--- src/design/usd_pkg.sv ---
// usd_pkg: shared types and constants for the UTF-8 stream decoder.
// Used by every module of the block; depends on nothing.
`default_nettype none

package usd_pkg;

    localparam int unsigned CP_W     = 21;
    localparam int unsigned LEN_W    = 3;
    localparam int unsigned STATUS_W = 2;

    localparam logic [STATUS_W-1:0] ST_VALID      = 2'd0;
    localparam logic [STATUS_W-1:0] ST_INVALID    = 2'd1;
    localparam logic [STATUS_W-1:0] ST_INCOMPLETE = 2'd2;

    localparam logic [CP_W-1:0] MIN_LEN2 = 21'h00007F;
    localparam logic [CP_W-1:0] MIN_LEN3 = 21'h0007FF;
    localparam logic [CP_W-1:0] MIN_LEN4 = 21'h00FFFF;
    localparam logic [CP_W-1:0] MAX_CODE = 21'h10FFFF;

    localparam logic [LEN_W-1:0] LEN_2 = 3'd2;
    localparam logic [LEN_W-1:0] LEN_3 = 3'd3;
    localparam logic [LEN_W-1:0] LEN_4 = 3'd4;

    typedef enum logic [2:0] {
        K_ASCII,
        K_CONT,
        K_LEAD2,
        K_LEAD3,
        K_LEAD4,
        K_BAD,
        K_FLUSH
    } usd_kind_t;

    typedef struct packed {
        usd_kind_t  kind;
        logic [6:0] bits;   // payload bits of the byte, right aligned
    } usd_item_t;

endpackage

`default_nettype wire

--- src/design/utf8_stream_decoder.sv ---
// utf8_stream_decoder: top level, byte stream in, code points out.
// Instantiates usd_front, usd_queue and usd_back; depends on usd_pkg.
//
//  channel | dir | tdata                          | side band
//  s_      | in  | [7:0] data byte                | tlast = flush
//  m_      | out | [20:0] code point, [23:21] len | tuser[1:0] = status
//
// One byte per clock while m_tready is high; each byte is queued before decode.
// Rate is set by the combinational decode step in usd_back.
// The two-entry queue holds bytes over an output stall until s_tready drops.
// aresetn is synchronous, active low, and returns the decoder to idle.
`default_nettype none

module utf8_stream_decoder (
    input  wire logic        aclk,
    input  wire logic        aresetn,
    input  wire logic        s_tvalid,
    output logic             s_tready,
    input  wire logic [7:0]  s_tdata,   // [7:0] data_byte
    input  wire logic        s_tlast,
    output logic             m_tvalid,
    input  wire logic        m_tready,
    output logic [23:0]      m_tdata,   // [20:0] code_point, [23:21] seq_length
    output logic [1:0]       m_tuser    // [1:0] status
);
    import usd_pkg::*;

    usd_item_t  push_item;
    usd_item_t  pop_item;
    logic       q_full;
    logic       q_push;
    logic       q_pop;
    logic       q_valid;
    logic [1:0] q_count;

    usd_front u_front (
        .s_tvalid (s_tvalid),
        .s_tready (s_tready),
        .s_tdata  (s_tdata),
        .s_tlast  (s_tlast),
        .q_full   (q_full),
        .q_push   (q_push),
        .q_item   (push_item)
    );

    usd_queue u_queue (
        .aclk      (aclk),
        .aresetn   (aresetn),
        .push      (q_push),
        .push_item (push_item),
        .full      (q_full),
        .pop       (q_pop),
        .pop_valid (q_valid),
        .pop_item  (pop_item),
        .count     (q_count)
    );

    usd_back u_back (
        .aclk     (aclk),
        .aresetn  (aresetn),
        .q_valid  (q_valid),
        .q_item   (pop_item),
        .q_pop    (q_pop),
        .m_tvalid (m_tvalid),
        .m_tready (m_tready),
        .m_tdata  (m_tdata),
        .m_tuser  (m_tuser)
    );

    a_count_range: assert property (@(posedge aclk) disable iff (!aresetn)
        q_count != 2'd3)
        else $error("queue count out of range");

    a_error_zero: assert property (@(posedge aclk) disable iff (!aresetn)
        (m_tvalid && m_tuser != ST_VALID) |-> (m_tdata == 24'd0))
        else $error("error result carries data");

    a_status_code: assert property (@(posedge aclk) disable iff (!aresetn)
        m_tvalid |-> (m_tuser == ST_VALID || m_tuser == ST_INVALID
                      || m_tuser == ST_INCOMPLETE))
        else $error("undefined status");

    a_len_zero: assert property (@(posedge aclk) disable iff (!aresetn)
        (m_tvalid && m_tuser == ST_VALID && m_tdata[23:21] == 3'd0)
            |-> (m_tdata[20:0] == 21'd0))
        else $error("zero length with non-zero code point");

    a_reset_idle: assert property (@(posedge aclk)
        !aresetn |=> (!m_tvalid && q_count == 2'd0))
        else $error("not idle after reset");

endmodule

`default_nettype wire

--- src/design/usd_front.sv ---
// usd_front: accepts raw bytes and classifies them into queue items.
// Depends on usd_pkg.
`default_nettype none

module usd_front (
    input  wire logic          s_tvalid,
    output logic               s_tready,
    input  wire logic [7:0]    s_tdata,
    input  wire logic          s_tlast,
    input  wire logic          q_full,
    output logic               q_push,
    output usd_pkg::usd_item_t q_item
);
    import usd_pkg::*;

    assign s_tready = !q_full;
    assign q_push   = s_tvalid && !q_full;

    always_comb begin
        q_item.bits = s_tdata[6:0];
        if (s_tlast) begin
            q_item.kind = K_FLUSH;
        end else if (!s_tdata[7]) begin
            q_item.kind = K_ASCII;
        end else if (s_tdata[7:6] == 2'b10) begin
            q_item.kind = K_CONT;
            q_item.bits = {1'b0, s_tdata[5:0]};
        end else if (s_tdata[7:5] == 3'b110) begin
            q_item.kind = K_LEAD2;
            q_item.bits = {2'b00, s_tdata[4:0]};
        end else if (s_tdata[7:4] == 4'b1110) begin
            q_item.kind = K_LEAD3;
            q_item.bits = {3'b000, s_tdata[3:0]};
        end else if (s_tdata[7:3] == 5'b11110) begin
            q_item.kind = K_LEAD4;
            q_item.bits = {4'b0000, s_tdata[2:0]};
        end else begin
            q_item.kind = K_BAD;
        end
    end

endmodule

`default_nettype wire

--- src/design/usd_queue.sv ---
// usd_queue: two-entry queue between the classifier and the decoder.
// Depends on usd_pkg.
`default_nettype none

module usd_queue (
    input  wire logic               aclk,
    input  wire logic               aresetn,
    input  wire logic               push,
    input  wire usd_pkg::usd_item_t push_item,
    output logic                    full,
    input  wire logic               pop,
    output logic                    pop_valid,
    output usd_pkg::usd_item_t      pop_item,
    output logic [1:0]              count
);
    import usd_pkg::*;

    usd_item_t  mem [2];
    logic       wr_ptr_reg, wr_ptr_next;
    logic       rd_ptr_reg, rd_ptr_next;
    logic [1:0] count_reg, count_next;
    logic       do_pop;

    assign full      = (count_reg == 2'd2);
    assign pop_valid = (count_reg != 2'd0);
    assign pop_item  = mem[rd_ptr_reg];
    assign count     = count_reg;
    assign do_pop    = pop && pop_valid;

    always_comb begin
        wr_ptr_next = push ? !wr_ptr_reg : wr_ptr_reg;
        rd_ptr_next = do_pop ? !rd_ptr_reg : rd_ptr_reg;
        count_next  = count_reg + {1'b0, push} - {1'b0, do_pop};
    end

    always_ff @(posedge aclk) begin
        if (!aresetn) begin
            wr_ptr_reg <= 1'b0;
            rd_ptr_reg <= 1'b0;
            count_reg  <= 2'd0;
        end else begin
            wr_ptr_reg <= wr_ptr_next;
            rd_ptr_reg <= rd_ptr_next;
            count_reg  <= count_next;
        end
    end

    always_ff @(posedge aclk) begin
        if (push) begin
            mem[wr_ptr_reg] <= push_item;
        end
    end

endmodule

`default_nettype wire

--- src/design/usd_back.sv ---
// usd_back: sequence decoder and output register.
// Holds the partial code point; depends on usd_pkg.
`default_nettype none

module usd_back (
    input  wire logic               aclk,
    input  wire logic               aresetn,
    input  wire logic               q_valid,
    input  wire usd_pkg::usd_item_t q_item,
    output logic                    q_pop,
    output logic                    m_tvalid,
    input  wire logic               m_tready,
    output logic [23:0]             m_tdata,
    output logic [1:0]              m_tuser
);
    import usd_pkg::*;

    logic [CP_W-1:0]     partial_reg, partial_next;
    logic [1:0]          remain_reg, remain_next;
    logic [LEN_W-1:0]    total_reg, total_next;
    logic                m_tvalid_reg, m_tvalid_next;
    logic [CP_W-1:0]     cp_reg, cp_next;
    logic [LEN_W-1:0]    len_reg, len_next;
    logic [STATUS_W-1:0] status_reg, status_next;

    logic                out_free;
    logic                emit;
    logic [CP_W-1:0]     e_cp;
    logic [LEN_W-1:0]    e_len;
    logic [STATUS_W-1:0] e_status;
    logic [CP_W-1:0]     shifted;
    logic [CP_W-1:0]     minimum;

    assign out_free = !m_tvalid_reg || m_tready;
    assign q_pop    = q_valid && out_free;
    assign shifted  = {partial_reg[CP_W-7:0], q_item.bits[5:0]};

    always_comb begin
        case (total_reg)
            LEN_2:   minimum = MIN_LEN2;
            LEN_3:   minimum = MIN_LEN3;
            default: minimum = MIN_LEN4;
        endcase
    end

    always_comb begin
        partial_next = partial_reg;
        remain_next  = remain_reg;
        total_next   = total_reg;
        emit         = 1'b0;
        e_cp         = '0;
        e_len        = '0;
        e_status     = ST_INVALID;
        if (q_pop) begin
            if (q_item.kind == K_FLUSH) begin
                if (remain_reg != 2'd0) begin
                    emit         = 1'b1;
                    e_status     = ST_INCOMPLETE;
                    partial_next = '0;
                    remain_next  = '0;
                    total_next   = '0;
                end
            end else if (remain_reg == 2'd0) begin
                case (q_item.kind)
                    K_ASCII: begin
                        emit     = 1'b1;
                        e_cp     = {{(CP_W-7){1'b0}}, q_item.bits};
                        e_len    = (q_item.bits == 7'd0) ? 3'd0 : 3'd1;
                        e_status = ST_VALID;
                    end
                    K_LEAD2: begin
                        partial_next = {{(CP_W-7){1'b0}}, q_item.bits};
                        total_next   = LEN_2;
                        remain_next  = 2'd1;
                    end
                    K_LEAD3: begin
                        partial_next = {{(CP_W-7){1'b0}}, q_item.bits};
                        total_next   = LEN_3;
                        remain_next  = 2'd2;
                    end
                    K_LEAD4: begin
                        partial_next = {{(CP_W-7){1'b0}}, q_item.bits};
                        total_next   = LEN_4;
                        remain_next  = 2'd3;
                    end
                    default: begin
                        emit = 1'b1;
                    end
                endcase
            end else if (q_item.kind != K_CONT) begin
                emit         = 1'b1;
                partial_next = '0;
                remain_next  = '0;
                total_next   = '0;
            end else if (remain_reg != 2'd1) begin
                partial_next = shifted;
                remain_next  = remain_reg - 2'd1;
            end else begin
                emit         = 1'b1;
                partial_next = '0;
                remain_next  = '0;
                total_next   = '0;
                if (shifted > minimum && shifted <= MAX_CODE) begin
                    e_cp     = shifted;
                    e_len    = total_reg;
                    e_status = ST_VALID;
                end
            end
        end
    end

    always_comb begin
        m_tvalid_next = m_tvalid_reg;
        cp_next       = cp_reg;
        len_next      = len_reg;
        status_next   = status_reg;
        if (out_free) begin
            m_tvalid_next = emit;
            cp_next       = e_cp;
            len_next      = e_len;
            status_next   = e_status;
        end
    end

    always_ff @(posedge aclk) begin
        if (!aresetn) begin
            partial_reg  <= '0;
            remain_reg   <= '0;
            total_reg    <= '0;
            m_tvalid_reg <= 1'b0;
        end else begin
            partial_reg  <= partial_next;
            remain_reg   <= remain_next;
            total_reg    <= total_next;
            m_tvalid_reg <= m_tvalid_next;
        end
    end

    always_ff @(posedge aclk) begin
        cp_reg     <= cp_next;
        len_reg    <= len_next;
        status_reg <= status_next;
    end

    assign m_tvalid = m_tvalid_reg;
    assign m_tdata  = {len_reg, cp_reg};
    assign m_tuser  = status_reg;

endmodule

`default_nettype wire

--- config.mk ---
export PLATFORM = sky130hd
export DESIGN_NAME = utf8_stream_decoder
export DESIGN_NICKNAME = d
export VERILOG_FILES = /design/src/design/usd_pkg.sv /design/src/design/utf8_stream_decoder.sv /design/src/design/usd_front.sv /design/src/design/usd_queue.sv /design/src/design/usd_back.sv
export SDC_FILE = /design/constraint.sdc
export NUM_CORES = 1
export LEC_CHECK = 0
export ABC_AREA = 1
export BUFFER_PORTS_ARGS = -buffer_cell sky130_fd_sc_hd__buf_2
export CAP_MARGIN = 5
export CORE_MARGIN = 5
export CORE_UTILIZATION = 43
export CTS_CLUSTER_SIZE = 8
export DETAILED_ROUTE_END_ITERATION = 6
export PLACE_DENSITY = 0.65
export SETUP_SLACK_MARGIN = 0.2
export SKIP_LAST_GASP = 1
export SLEW_MARGIN = 20
export SYNTH_ARGS = -nofsm -noshare
export SYNTH_HDL_FRONTEND = slang
export SYNTH_HIERARCHICAL = 1
export SYNTH_SLANG_ARGS = --single-unit
--- constraint.sdc ---
create_clock -name aclk -period 4.9 [get_ports aclk]
set_input_delay 0.245 -clock aclk [delete_from_list [all_inputs] [get_ports aclk]]
set_output_delay 0.245 -clock aclk [all_outputs]
set_load 0.02 [all_outputs]
==> results.py <==
metrics = {
    "worst_setup_path": {
        "cp_common_cell": "nand3_2",
        "cp.arrival_ns": 3.01,
        "critPathKind": "register to register",
        "worstPathMaxFanout": 32,
        "critPathSlowestCell": "o21ai_4",
        "start_kind": "register",
        "worstPathRequired_ns": 5.09,
        "crit_chain": "mux2_4 -> nand3_2 -> nand3_2 -> o21ai_4 -> nor2_2 -> o21ai_0 -> nor2_1",
        "critPathBufInv": 0,
        "cpLargestDelayFamily": "compound AO/OA/AOI/OAI gates",
        "endpoint_kind": "register",
        "max_stage_delay_ns": 0.80,
    },
    "cts": {
        "hold_buffers": 0,
        "h-tree-depth": 3,
        "path_clk_slew_ns": 0.08,
        "cts-root-buf": "clkbuf_8",
        "cts_resized": 0,
        "tritoncts": "built",
        "clk-insertion-delay-late_ns": 0.34,
        "clock_sinks": 72,
        "cts_buffers": 9,
        "cts_buffer_depth": 2,
        "cts_setup_buffers": 0,
    },
    "status": {
        "status": "complete, no violations",
    },
    "global_routing": {
        "grt_pass1_vias": 2488,
        "grt_max_degree": 33,
        "gr-usage-all-layers_pct": 13.7,
        "grt-ovfl-total": 0,
        "grt_pass1_wl_um": 11000,
        "antenna_found_initial": 0,
    },
    "final_layout": {
        "post-route-util_pct": 49.1,
        "nNetsFinal": 422,
        "area_growth_pct": 12.4,
        "fin_cells": 510,
        "antenna_cells": 0,
        "largest_reg_flops": 21,
        "drive_gt1_share_pct": 23.5,
    },
    "die": {
        "die_w_um": 101,
        "die_h_um": 101,
        "start_util_pct": 43.7,
        "core-area_um2": 8090,
        "num_rows": 33,
        "io_pins": 41,
        "fp.dieArea_um2": 10100,
    },
    "sta": {
        "fin_skew_ns": 0.00876,
        "rsz0062_at_grt": "false",
        "period_needed_ns": 2.82,
        "fmax_ghz": 0.355,
        "fin_crit_sh_pct": 57.5,
        "fin_ws_ns": 2.08,
        "timing_hold_violations_final": 0,
        "relSlewSlack_pct": 32.7,
        "tns_ns": 0,
        "slew_viol_final": 0,
        "max_slew.worst_pin.slew_ns": 1.01,
        "setup_viol": 0,
    },
    "min_path": {
        "hold_path.class": "input pin to register",
    },
    "synthesis": {
        "synth_area_per_cell_um2": 9.73,
        "ys_warn_count": 6,
        "synth-compound-area-share_pct": 13.1,
        "synth_top_family_by_area": "simple AND/OR/NAND/NOR gates",
        "synth-xor-area-share_pct": 0,
        "synth-seq-cells": 72,
        "yosysUniqueCellTypes": 30,
        "syn_nets": 385,
        "synth-seq-area-share_pct": 53.8,
        "synthAdderAreaFrac_pct": 3.19,
        "synthMuxAreaShare_pct": 4.25,
        "syn_inst": 363,
        "netlist_area_um2": 3530,
        "yosys.area_share.simple_pct": 17.2,
    },
    "placed_design": {
        "dp_slack_ns": 2.11,
        "hpwl_um": 4820,
        "dp_cells": 494,
        "place.gp.congestion": 0.873,
        "io_buffers": 40,
    },
    "routing": {
        "routedWlPerCell_um": 12.9,
        "drt-initial-drc-count": 115,
        "drt-total-wl_um": 6580,
        "antenna_left": 0,
        "vias": 2533,
        "drt-vias-per-instance": 4.97,
        "drc": 0,
        "dr.pass1.iters": 5,
    },
    "pwr": {
        "power_density_nw_per_um2": 621,
        "total_leakage_power_nw": 1.76,
        "ir_drop_uv": 230,
        "power_w": 0.00247,
    },
    "flow_run": {
        "cap_violations": 0,
    },
}
==> report_power, final <==
group	switching [W]	total, W	internal (W)
clock network	0.000228	0.000465	0.000237
logic	0.000696	0.00105	0.000356
registers	0.000109	0.000950	0.000841
total	0.00103	0.00247	0.00143
==> synth_stat cells <==
cell / number / share of area, %
a211oi_1: 1 / 0.21
a211oi_2: 14 / 5.0
a21boi_4: 1 / 0.53
a21o_1: 1 / 0.21
a21oi_1: 33 / 4.7
buf_2: 1 / 0.14
buf_4: 4 / 0.85
buf_6: 3 / 0.96
clkbuf_1: 6 / 0.64
dfxtp_1: 26 / 15
edfxtp_1: 46 / 39
ha_1: 9 / 3.2
inv_1: 49 / 5.2
inv_2: 6 / 0.64
mux2_4: 10 / 4.2
nand2_1: 50 / 5.3
nand3_1: 24 / 3.4
nand3_2: 2 / 0.57
nand4_1: 4 / 0.71
nand4_2: 1 / 0.35
nor2_1: 50 / 5.3
nor2_2: 2 / 0.35
nor3_1: 2 / 0.28
nor3_2: 1 / 0.28
nor3_4: 1 / 0.46
nor4_1: 1 / 0.18
o21a_1: 1 / 0.21
o21ai_0: 10 / 1.4
o21ai_1: 3 / 0.42
o21ai_4: 1 / 0.46
==> through the flow <==
stage / instance area, um2 / hold slack, ns
3_3_place_gp: 3770 / 0.433
3_5_place_dp: 3770 / 0.436
6_report: 3970 / 0.0894
5_1_grt: 3970 / 0.0718
2_1_floorplan: 3530 / 0.338
4_1_cts: 3970 / 0.0692
==> metal layers <==
metal	vias to the layer above	share of wire, %	GRT usage (%)
li1	1295	-	-
met1	1163	44	16.6
met2	66	49	23.0
met3	9	5.3	3.18
met4	0	1.6	6.63
met5	-	0	0
==> layout make-up <==
cell class	instances	area [um2]
multi-input cells	222	1340
repair buffers	40	200
inverters	55	206
well taps	105	131
clock buffers	10	128
clock inverters	6	67.6
fillers	786	4120
flip-flops and latches	72	1900
==> cell usage in the layout (no fill, tap or decap) <==
cell type / Yosys / layout
o21a_1: 1 / 1
nor2_2: 2 / 2
nand3_2: 2 / 2
nand4_1: 4 / 4
o21ai_1: 3 / 3
nor2_1: 50 / 50
nor3_2: 1 / 1
buf_2: 1 / 40
o21ai_4: 1 / 1
nand2_1: 50 / 49
a21o_1: 1 / 1
nor3_4: 1 / 1
inv_6: 0 / 1
clkbuf_1: 6 / 1
a21boi_4: 1 / 1
dfxtp_1: 26 / 26
clkinvlp_4: 0 / 3
mux2_4: 10 / 10
a21oi_1: 33 / 33
ha_1: 9 / 9
inv_2: 6 / 6
nand2_2: 0 / 1
edfxtp_1: 46 / 46
nand4_2: 1 / 1
a211oi_1: 1 / 1
nor3_1: 2 / 2
clkbuf_8: 0 / 9
o21ai_0: 10 / 10
nand3_1: 24 / 24
bufinv_16: 0 / 1
inv_1: 49 / 49
a211oi_2: 14 / 14
nor4_1: 1 / 1
inv_4: 0 / 1
==> cell families (layout without fill, tap and decap cells) <==
logic type / count (synthesis) / in the layout
flip-flops: 72 / 72
AO/OA/AOI/OAI: 65 / 65
AND/OR/NAND/NOR: 138 / 138
buffers and inverters: 69 / 111
multiplexers: 10 / 10
adder cells (fa/ha/maj): 9 / 9
==> final timing paths <==
check / start / end / slack, ns / cells after the start
setup / recovery: register / u_back/total_reg[0]$_SDFFE_PN0P_ / 2.08 / 7
hold / removal: s_tdata[0] / u_queue/mem[0][0]$_DFFE_PP_ / 0.09 / 1
setup reg to reg: register / u_back/total_reg[0]$_SDFFE_PN0P_ / 2.08 / 7
hold reg to reg: u_back/partial_reg[12]$_SDFFE_PN0P_ / u_back/partial_reg[12]$_SDFFE_PN0P_ / 0.50 / 2
(Power assumes the default switching activity.)
